==> src/rtl/rrts_pkg.sv <==
`default_nettype none

package rrts_pkg;

	localparam int RRTS_NUM_TASKS = 16;
	localparam int RRTS_LOCK_BITS = 8;
	localparam int IDLE_TASK      = 0;

	localparam int MODE_W = 3;
	localparam int TIME_W = 64;
	localparam int TASK_W = 4;

	typedef enum logic [MODE_W-1:0] {
		MD_TICK    = 3'd0,
		MD_SLEEP   = 3'd1,
		MD_BLOCK   = 3'd2,
		MD_UNBLOCK = 3'd3,
		MD_CREATE  = 3'd4,
		MD_LOCK    = 3'd5,
		MD_UNLOCK  = 3'd6
	} mode_t;

	typedef enum logic [2:0] {
		SS_ABSENT   = 3'd0,
		SS_READY    = 3'd1,
		SS_RUNNING  = 3'd2,
		SS_SLEEPING = 3'd3,
		SS_WAITING  = 3'd4
	} slot_state_t;

	typedef enum logic [3:0] {
		DP_NONE,
		DP_LOCK_INC,
		DP_LOCK_DEC,
		DP_SLEEP,
		DP_BLOCK,
		DP_SWEEP,
		DP_SCAN_INIT,
		DP_SCAN,
		DP_RD_ACTIVE,
		DP_RELEASE,
		DP_COMMIT,
		DP_RD_IDX,
		DP_UNBLOCK,
		DP_CREATE
	} dp_op_t;

	typedef enum logic [3:0] {
		S_IDLE,
		S_DISPATCH,
		S_SWEEP,
		S_SCAN_INIT,
		S_SCAN,
		S_RD_ACTIVE,
		S_RELEASE,
		S_COMMIT,
		S_RD_IDX,
		S_UPD_IDX,
		S_RESULT
	} ctrl_state_t;

	typedef struct packed {
		logic   capture;
		dp_op_t op;
	} rrts_cmd_t;

	typedef struct packed {
		mode_t mode;
		logic  lock_nz;
		logic  idx_ok;
		logic  sweep_done;
		logic  scan_done;
		logic  pick_avail;
	} rrts_sts_t;

endpackage

`default_nettype wire

==> src/rtl/round_robin_task_scheduler_unit.sv <==
// Channel   Ports                                        Handshake
// request   mode, now_ns, deadline_ns, task_index        start high while busy low
// result    active_task, switched, switch_locked         done high for one cycle
//
// One request is processed at a time; busy stays high from acceptance through
// the cycle in which done is high. A tick sweeps the slots and, like sleep and
// block, then scans them unless switching is locked; the one-read-per-cycle port
// of the slot state memory makes each sweep or scan visit one slot per cycle.
// Reset clears all control state at once; no memory clearing pass is needed.
// Results cannot be stalled, so done is never held off.
`default_nettype none

module round_robin_task_scheduler_unit
	import rrts_pkg::*;
#(
	parameter int NUM_TASKS = RRTS_NUM_TASKS,
	parameter int LOCK_BITS = RRTS_LOCK_BITS
) (
	input  wire logic              clk,
	input  wire logic              arst_n,
	input  wire logic              start,
	output logic                   busy,
	input  wire logic [MODE_W-1:0] mode,
	input  wire logic [TIME_W-1:0] now_ns,
	input  wire logic [TIME_W-1:0] deadline_ns,
	input  wire logic [TASK_W-1:0] task_index,
	output logic                   done,
	output logic      [TASK_W-1:0] active_task,
	output logic                   switched,
	output logic                   switch_locked
);

	rrts_cmd_t cmd;
	rrts_sts_t sts;

	rrts_ctrl u_ctrl (
		.clk    (clk),
		.arst_n (arst_n),
		.start  (start),
		.busy   (busy),
		.done   (done),
		.cmd    (cmd),
		.sts    (sts)
	);

	rrts_datapath #(
		.NUM_TASKS (NUM_TASKS),
		.LOCK_BITS (LOCK_BITS)
	) u_datapath (
		.clk           (clk),
		.arst_n        (arst_n),
		.cmd           (cmd),
		.sts           (sts),
		.mode          (mode),
		.now_ns        (now_ns),
		.deadline_ns   (deadline_ns),
		.task_index    (task_index),
		.active_task   (active_task),
		.switched      (switched),
		.switch_locked (switch_locked)
	);

endmodule

`default_nettype wire

==> src/rtl/rrts_ctrl.sv <==
`default_nettype none

module rrts_ctrl
	import rrts_pkg::*;
(
	input  wire logic      clk,
	input  wire logic      arst_n,
	input  wire logic      start,
	output logic           busy,
	output logic           done,
	output rrts_cmd_t      cmd,
	input  wire rrts_sts_t sts
);

	ctrl_state_t state_q;
	ctrl_state_t state_d;

	always_ff @(posedge clk or negedge arst_n) begin
		if (!arst_n) begin
			state_q <= S_IDLE;
		end else begin
			state_q <= state_d;
		end
	end

	always_comb begin
		state_d = state_q;
		case (state_q)
			S_IDLE: begin
				if (start) begin
					state_d = S_DISPATCH;
				end
			end
			S_DISPATCH: begin
				case (sts.mode)
					MD_TICK: begin
						state_d = S_SWEEP;
					end
					MD_SLEEP, MD_BLOCK: begin
						state_d = sts.lock_nz ? S_RESULT : S_SCAN_INIT;
					end
					MD_UNBLOCK, MD_CREATE: begin
						state_d = sts.idx_ok ? S_RD_IDX : S_RESULT;
					end
					default: begin
						state_d = S_RESULT;
					end
				endcase
			end
			S_SWEEP: begin
				if (sts.sweep_done) begin
					state_d = sts.lock_nz ? S_RESULT : S_SCAN_INIT;
				end
			end
			S_SCAN_INIT: begin
				state_d = S_SCAN;
			end
			S_SCAN: begin
				if (sts.scan_done) begin
					state_d = S_RD_ACTIVE;
				end
			end
			S_RD_ACTIVE: begin
				state_d = sts.pick_avail ? S_RELEASE : S_RESULT;
			end
			S_RELEASE: begin
				state_d = S_COMMIT;
			end
			S_COMMIT: begin
				state_d = S_RESULT;
			end
			S_RD_IDX: begin
				state_d = S_UPD_IDX;
			end
			S_UPD_IDX: begin
				state_d = S_RESULT;
			end
			S_RESULT: begin
				state_d = S_IDLE;
			end
			default: begin
				state_d = S_IDLE;
			end
		endcase
	end

	always_comb begin
		cmd.capture = 1'b0;
		cmd.op      = DP_NONE;
		busy        = 1'b1;
		done        = 1'b0;
		case (state_q)
			S_IDLE: begin
				busy        = 1'b0;
				cmd.capture = start;
			end
			S_DISPATCH: begin
				case (sts.mode)
					MD_SLEEP: begin
						cmd.op = DP_SLEEP;
					end
					MD_BLOCK: begin
						cmd.op = DP_BLOCK;
					end
					MD_LOCK: begin
						cmd.op = DP_LOCK_INC;
					end
					MD_UNLOCK: begin
						cmd.op = DP_LOCK_DEC;
					end
					default: begin
						cmd.op = DP_NONE;
					end
				endcase
			end
			S_SWEEP: begin
				cmd.op = DP_SWEEP;
			end
			S_SCAN_INIT: begin
				cmd.op = DP_SCAN_INIT;
			end
			S_SCAN: begin
				cmd.op = DP_SCAN;
			end
			S_RD_ACTIVE: begin
				cmd.op = DP_RD_ACTIVE;
			end
			S_RELEASE: begin
				cmd.op = DP_RELEASE;
			end
			S_COMMIT: begin
				cmd.op = DP_COMMIT;
			end
			S_RD_IDX: begin
				cmd.op = DP_RD_IDX;
			end
			S_UPD_IDX: begin
				cmd.op = (sts.mode == MD_UNBLOCK) ? DP_UNBLOCK : DP_CREATE;
			end
			S_RESULT: begin
				done = 1'b1;
			end
			default: begin
				cmd.op = DP_NONE;
			end
		endcase
	end

endmodule

`default_nettype wire

==> src/rtl/rrts_datapath.sv <==
`default_nettype none

module rrts_datapath
	import rrts_pkg::*;
#(
	parameter int NUM_TASKS = RRTS_NUM_TASKS,
	parameter int LOCK_BITS = RRTS_LOCK_BITS
) (
	input  wire logic              clk,
	input  wire logic              arst_n,
	input  wire rrts_cmd_t         cmd,
	output rrts_sts_t              sts,
	input  wire logic [MODE_W-1:0] mode,
	input  wire logic [TIME_W-1:0] now_ns,
	input  wire logic [TIME_W-1:0] deadline_ns,
	input  wire logic [TASK_W-1:0] task_index,
	output logic      [TASK_W-1:0] active_task,
	output logic                   switched,
	output logic                   switch_locked
);

	localparam int SLOT_W = $clog2(NUM_TASKS);
	localparam int CNT_W  = $clog2(NUM_TASKS + 1);
	localparam int WIDE_W = SLOT_W + TASK_W;

	localparam logic [SLOT_W-1:0] LAST_SLOT = SLOT_W'(NUM_TASKS - 1);
	localparam logic [SLOT_W-1:0] IDLE_SLOT = SLOT_W'(IDLE_TASK);
	localparam logic [CNT_W-1:0]  SWEEP_END = CNT_W'(NUM_TASKS);
	localparam logic [CNT_W-1:0]  SCAN_END  = CNT_W'(NUM_TASKS - 1);

	function automatic logic [SLOT_W-1:0] ring_next(input logic [SLOT_W-1:0] p);
		return (p == LAST_SLOT) ? '0 : p + 1'b1;
	endfunction

	// Slot state and wake time stores. A slot whose valid bit is clear reads as
	// its reset state. Wake times are only read for sleeping slots, and a slot
	// only sleeps after its wake time was written, so that store has no valid bits.
	slot_state_t             st_mem [NUM_TASKS];
	logic [TIME_W-1:0]       wk_mem [NUM_TASKS];
	logic [NUM_TASKS-1:0]    vld_q;

	mode_t                   mode_q;
	logic [TIME_W-1:0]       time_q;
	logic [TASK_W-1:0]       idx_q;
	logic [SLOT_W-1:0]       active_q;
	logic [LOCK_BITS-1:0]    lock_q;
	logic                    switched_q;
	logic [CNT_W-1:0]        cnt_q;
	logic [SLOT_W-1:0]       ptr_q;
	logic                    found_q;
	logic                    idle_rdy_q;
	logic [SLOT_W-1:0]       pick_q;

	slot_state_t             st_mem_s1;
	logic                    st_vld_s1;
	logic [TIME_W-1:0]       wk_s1;
	logic [SLOT_W-1:0]       addr_s1;
	logic                    sweep_s1;
	logic                    scan_s1;

	logic [SLOT_W-1:0]       rd_addr;
	slot_state_t             st_s1;
	logic [WIDE_W-1:0]       idx_wide;
	logic [SLOT_W-1:0]       idx_slot;
	logic [WIDE_W-1:0]       act_wide;
	logic [SLOT_W-1:0]       pick_slot;

	logic                    st_we;
	logic [SLOT_W-1:0]       st_waddr;
	slot_state_t             st_wdata;
	logic                    wk_we;
	logic [TIME_W-1:0]       wk_wdata;

	assign idx_wide  = WIDE_W'(idx_q);
	assign idx_slot  = idx_wide[SLOT_W-1:0];
	assign pick_slot = found_q ? pick_q : IDLE_SLOT;

	always_comb begin
		case (cmd.op)
			DP_SWEEP:   rd_addr = cnt_q[SLOT_W-1:0];
			DP_SCAN:    rd_addr = ptr_q;
			DP_RD_IDX:  rd_addr = idx_slot;
			default:    rd_addr = active_q;
		endcase
	end

	always_ff @(posedge clk) begin
		st_mem_s1 <= st_mem[rd_addr];
		wk_s1     <= wk_mem[rd_addr];
		addr_s1   <= rd_addr;
		if (st_we) begin
			st_mem[st_waddr] <= st_wdata;
		end
		if (wk_we) begin
			wk_mem[st_waddr] <= wk_wdata;
		end
	end

	always_comb begin
		if (st_vld_s1) begin
			st_s1 = st_mem_s1;
		end else begin
			st_s1 = (addr_s1 == IDLE_SLOT) ? SS_RUNNING : SS_ABSENT;
		end
	end

	always_comb begin
		st_we    = 1'b0;
		st_waddr = active_q;
		st_wdata = SS_READY;
		wk_we    = 1'b0;
		wk_wdata = time_q;
		case (cmd.op)
			DP_SLEEP: begin
				st_we    = 1'b1;
				st_wdata = SS_SLEEPING;
				wk_we    = 1'b1;
			end
			DP_BLOCK: begin
				st_we    = 1'b1;
				st_wdata = SS_WAITING;
			end
			DP_SWEEP: begin
				st_waddr = addr_s1;
				st_we    = sweep_s1 && (addr_s1 != active_q) &&
					(st_s1 == SS_SLEEPING) && (time_q >= wk_s1);
			end
			DP_RELEASE: begin
				st_we = (st_s1 == SS_RUNNING);
			end
			DP_COMMIT: begin
				st_we    = 1'b1;
				st_waddr = pick_slot;
				st_wdata = SS_RUNNING;
			end
			DP_UNBLOCK: begin
				st_waddr = idx_slot;
				st_we    = (st_s1 != SS_ABSENT) && (st_s1 != SS_RUNNING);
				st_wdata = (idx_slot == active_q) ? SS_RUNNING : SS_READY;
			end
			DP_CREATE: begin
				st_waddr = idx_slot;
				st_we    = (st_s1 == SS_ABSENT);
				wk_we    = (st_s1 == SS_ABSENT);
				wk_wdata = '0;
			end
			default: begin
				st_we = 1'b0;
			end
		endcase
	end

	always_ff @(posedge clk) begin
		if (cmd.capture) begin
			mode_q <= mode_t'(mode);
			time_q <= (mode_t'(mode) == MD_TICK) ? now_ns : deadline_ns;
			idx_q  <= task_index;
		end
	end

	always_ff @(posedge clk or negedge arst_n) begin
		if (!arst_n) begin
			vld_q      <= '0;
			active_q   <= IDLE_SLOT;
			lock_q     <= '0;
			switched_q <= 1'b0;
			cnt_q      <= '0;
			ptr_q      <= '0;
			found_q    <= 1'b0;
			idle_rdy_q <= 1'b0;
			pick_q     <= '0;
			st_vld_s1  <= 1'b0;
			sweep_s1   <= 1'b0;
			scan_s1    <= 1'b0;
		end else begin
			st_vld_s1 <= vld_q[rd_addr];
			sweep_s1  <= (cmd.op == DP_SWEEP) && (cnt_q != SWEEP_END);
			scan_s1   <= (cmd.op == DP_SCAN) && (cnt_q != SCAN_END);
			if (st_we) begin
				vld_q[st_waddr] <= 1'b1;
			end
			if (cmd.capture) begin
				switched_q <= 1'b0;
				cnt_q      <= '0;
			end
			// The scan keeps the idle slot as a fallback: any other ready slot wins.
			if (scan_s1 && (st_s1 == SS_READY)) begin
				if (addr_s1 == IDLE_SLOT) begin
					idle_rdy_q <= 1'b1;
				end else if (!found_q) begin
					found_q <= 1'b1;
					pick_q  <= addr_s1;
				end
			end
			case (cmd.op)
				DP_LOCK_INC: begin
					if (lock_q != '1) begin
						lock_q <= lock_q + 1'b1;
					end
				end
				DP_LOCK_DEC: begin
					if (lock_q != '0) begin
						lock_q <= lock_q - 1'b1;
					end
				end
				DP_SWEEP: begin
					if (cnt_q != SWEEP_END) begin
						cnt_q <= cnt_q + 1'b1;
					end
				end
				DP_SCAN_INIT: begin
					cnt_q      <= '0;
					ptr_q      <= ring_next(active_q);
					found_q    <= 1'b0;
					idle_rdy_q <= 1'b0;
				end
				DP_SCAN: begin
					if (cnt_q != SCAN_END) begin
						cnt_q <= cnt_q + 1'b1;
						ptr_q <= ring_next(ptr_q);
					end
				end
				DP_COMMIT: begin
					active_q   <= pick_slot;
					switched_q <= 1'b1;
				end
				default: begin
				end
			endcase
		end
	end

	assign sts.mode       = mode_q;
	assign sts.lock_nz    = (lock_q != '0);
	assign sts.idx_ok     = (32'(idx_q) < NUM_TASKS);
	assign sts.sweep_done = (cnt_q == SWEEP_END);
	assign sts.scan_done  = (cnt_q == SCAN_END);
	assign sts.pick_avail = found_q | idle_rdy_q;

	assign act_wide      = WIDE_W'(active_q);
	assign active_task   = act_wide[TASK_W-1:0];
	assign switched      = switched_q;
	assign switch_locked = (lock_q != '0);

endmodule

`default_nettype wire

==> config.mk <==
export PLATFORM = sky130hd
export DESIGN_NAME = round_robin_task_scheduler_unit
export DESIGN_NICKNAME = d
export VERILOG_FILES = /design/src/rtl/rrts_pkg.sv /design/src/rtl/round_robin_task_scheduler_unit.sv /design/src/rtl/rrts_ctrl.sv /design/src/rtl/rrts_datapath.sv
export SDC_FILE = /design/constraint.sdc
export NUM_CORES = 2
export LEC_CHECK = 0
export BUFFER_PORTS_ARGS = -buffer_cell sky130_fd_sc_hd__buf_2
export CELL_PAD_IN_SITES_DETAIL_PLACEMENT = 0
export CELL_PAD_IN_SITES_GLOBAL_PLACEMENT = 1
export CORE_MARGIN = 4
export CORE_UTILIZATION = 56
export CTS_CLUSTER_DIAMETER = 120
export DETAILED_ROUTE_END_ITERATION = 10
export PLACE_DENSITY_LB_ADDON = 0.1
export SYNTH_ARGS = -nofsm -noshare
export SYNTH_HDL_FRONTEND = slang
export SYNTH_SLANG_ARGS = --single-unit
==> constraint.sdc <==
create_clock -name clk -period 13.6 [get_ports clk]
set_input_delay 0.68 -clock clk [delete_from_list [all_inputs] [get_ports clk]]
set_output_delay 0.68 -clock clk [all_outputs]
set_load 0.01 [all_outputs]
==> flow_summary.yaml <==
outcome:
  status: "completed"
cts:
  cts_setup_buffers: 0
  cts.sinks: 1265
  post_cts_resize_count: 0
  cts_buffers: 135
  holdBufCountCts: 0
  path_clk_slew_ns: 0.06
  clk_latency_ns: 0.74
  htreeDepth: 4
  clk_path_buf_depth: 3
  root_buffer: "clkbuf_16"
  cts_tree: "built"
sta:
  tightest_slew_ns: 1.14
  slew-limit-headroom: 0.238
  tns_ns: 0
  final-hold-violation-count: 0
  setup_viol: 0
  rsz0062_at_grt: "no"
  fmax_mhz: 176
  slew_violations: 0
  period_share: 0.417
  finalCriticalPeriod_ns: 5.68
  finClkSkew_ns: 0.0215
  hold_ws_ns: 0.0720
yosys:
  synth_top_area_share: 0.662
  async_flop_share: 0.0403
  ys_seq_area_frac: 0.714
  syn_inst: 3897
  avgSynthCellArea_um2: 13.3
  syn-cell-area_mm2: 0.0518
  yosys.area.top_type: "edfxtp_1"
  synth-edff-count: 1143
  synth-seq-cells: 1265
  yosys_warnings: 0
  dominantRegCellSynth: "edfxtp_1"
  synth_area_leaders: "edfxtp_1, nand2_1, mux2i_1, nand3_1, dfxtp_1"
  syn_nets: 4111
  ys_types: 77
layout:
  num_antenna_cells: 0
  drive_gt1_frac: 0.126
  final_core_util: 0.634
  syn_to_final_growth_pct: 12.3
  layout.nets: 4231
power:
  total_leakage_power_nw: 21.2
  switching_power_mw: 3.59
  total_power_mw: 11.3
  power_frac_comb: 0.254
  seqPwrFrac: 0.431
  irDropWorstVdd_v: 0.000173
  p_int_mw: 7.76
  switching_share: 0.316
  power_density_mw_per_mm2: 195
  clkPwrFrac: 0.314
placed_design:
  gp_congestion: 0.797
  hpwl_mm: 64.5
  place.port_buffers: 145
critical_path:
  crit_type: "flip-flop to flip-flop"
  crit_arrival_ns: 6.24
  cp_max_fo: 186
  worst_setup_path_end_kind: "flip-flop"
  critPathRequiredTime_ns: 14.16
  cp-start-kind: "flip-flop"
detailed_routing:
  viasPerCell: 5.90
  drtIter0Drc: 3320
  wl_per_cell_um: 24.0
  first_pass_iters: 6
  drc: 0
  wl_mm: 129
  antenna_left: 0
  vias: 31700
flow_run:
  max_cap_viol_count: 0
grt:
  grt_pass1_wl_mm: 193
  overflow: 0
  grt_pass1_vias: 31200
  antenna_found_initial: 0
  grt_max_degree: 187
  grt_usage: 0.263
min_path:
  hp-class: "input port to asynchronous set/reset pin"
floorplan:
  row_count: 111
  die_x_um: 312
  core_mm2: 0.0918
  die_h_um: 312
  boundaryPins: 146
  fp.dieArea_mm2: 0.0975
  start_util: 0.565
path summary, 6_finish.rpt:
path,from,to,slack (ns),cells past startpoint
max,u_ctrl.state_q[1]$_DFFE_PN0P_,u_datapath.wk_s1[24]$_DFF_P_,7.92,11
min,arst_n,u_datapath.lock_q[2]$_DFFE_PN0P_,0.07,2
max reg2reg,u_ctrl.state_q[1]$_DFFE_PN0P_,u_datapath.wk_s1[24]$_DFF_P_,7.92,11
min reg2reg,u_datapath.vld_q[0]$_DFFE_PN0P_,u_datapath.vld_q[0]$_DFFE_PN0P_,0.45,2
max in group asynchronous,arst_n,u_datapath.vld_q[2]$_DFFE_PN0P_,13.08,2
min in group clk,task_index[0],u_datapath.idx_q[0]$_DFFE_PP_,0.13,1
placed cells by master, fill, tap and decap left out, drive strengths merged, types with 4 or more instances in the layout:
cell    synthesis  layout
nand3b          4       4
o31ai          19      19
o211ai          7       7
a22o            4       4
nand2         999     999
clkinv          0      51
o221ai         71      71
mux2           75      75
a31oi           4       4
dfxtp          71      71
buf            94     205
xor2            9       9
nor3           27      27
ha             75      75
nand3         418     418
a21oi          44      44
dfrtp          51      51
inv            98     102
nor2           54      54
clkbuf        128     186
nand2b          8       8
mux2i         209     209
nor2b           7       7
a32oi          72      72
and2           67      67
or3             4       4
a21boi          4       4
edfxtp       1143    1143
xnor2           9       9
a221oi          7       7
a21o            8       8
nor4            9       9
bufinv          0       6
a22oi           4       4
o21ai          29      29
nand4          14      14
a211oi          5       5
cell families (layout without fill, tap and decap cells):
| family | Yosys count | after routing | synth area share |
|---|---|---|---|
| multiplexers | 284 | 284 | 0.0570 |
| adder cells (fa/ha/maj) | 76 | 76 | 0.0185 |
| AO/OA/AOI/OAI | 297 | 297 | 0.0444 |
| XOR/XNOR | 18 | 18 | 0.00304 |
| AND/OR/NAND/NOR | 1637 | 1637 | 0.137 |
| buffers and inverters | 320 | 551 | 0.0253 |
| flip-flops | 1265 | 1265 | 0.714 |
power by group through the flow:
| stage | registers [mW] | clock network, mW | logic (mW) |
|---|---|---|---|
| global placement | 4.97 | 0 | 2.85 |
| CTS | 4.89 | 3.62 | 2.90 |
| floorplan | 4.88 | 0 | 2.08 |
| detailed placement | 4.97 | 0 | 2.88 |
| global route | 4.91 | 3.79 | 3.20 |
| finish | 4.89 | 3.57 | 2.88 |
cell usage after synthesis, drive strengths merged, types with 8 or more instances:
cell	number
dfxtp	71
a21oi	44
mux2i	209
nor3	27
and2	67
o221ai	71
o31ai	19
ha	75
nor2	54
buf	94
a32oi	72
edfxtp	1143
nand4	14
nor4	9
xnor2	9
nand2b	8
nand3	418
clkbuf	128
mux2	75
inv	98
xor2	9
a21o	8
o21ai	29
nand2	999
dfrtp	51
routing by layer:
metal	wire length (µm)	track usage
met1	56100	0.373
met2	61900	0.427
met3	8070	0.0400
met4	2980	0.0751
met5	0	0
flip-flops by register name, indices dropped and copies added, names as in the netlist, 4 cells and up:
register and cells:
u_datapath.idx_q 4, u_datapath.lock_q 8, u_ctrl.state_q 4, u_datapath.st_mem 48
u_datapath.cnt_q 5, u_datapath.pick_q 4, u_datapath.time_q 64, u_datapath.wk_s1 64
u_datapath.vld_q 16, u_datapath.active_task 4, u_datapath.ptr_q 4, u_datapath.wk_mem 1024
u_datapath.addr_s1 4
metrics by stage:
step	area [µm²]	setup WS, ns	cells
2_1_floorplan	51800	8.30	3897
3_3_place_gp	53900	8.00	5123
3_5_place_dp	53900	7.97	5123
4_1_cts	58200	7.92	5371
5_1_grt	58200	7.51	5371
6_report	58200	7.92	5371
critical path, stage by stage, from the launching register on:
cell	delay, ns
dfrtp_1	0.77
nor2b_1	0.29
o311ai_1	0.88
a211oi_4	0.15
buf_4	0.32
inv_8	0.70
buf_12	0.63
buf_12	0.75
mux2i_1	0.27
mux2i_1	0.09
a32oi_1	0.21
o221ai_1	0.16
area by class of cell:
class                   instances  area (µm²)
inverters                      98         385
well taps                    1243        1560
flip-flops and latches       1265       37000
clock buffers                 186        3860
fillers                      6927       33600
repair buffers                205        1210
multi-input cells            2312       13700
clock inverters                62         500
Power figures use the tool's default switching activity.
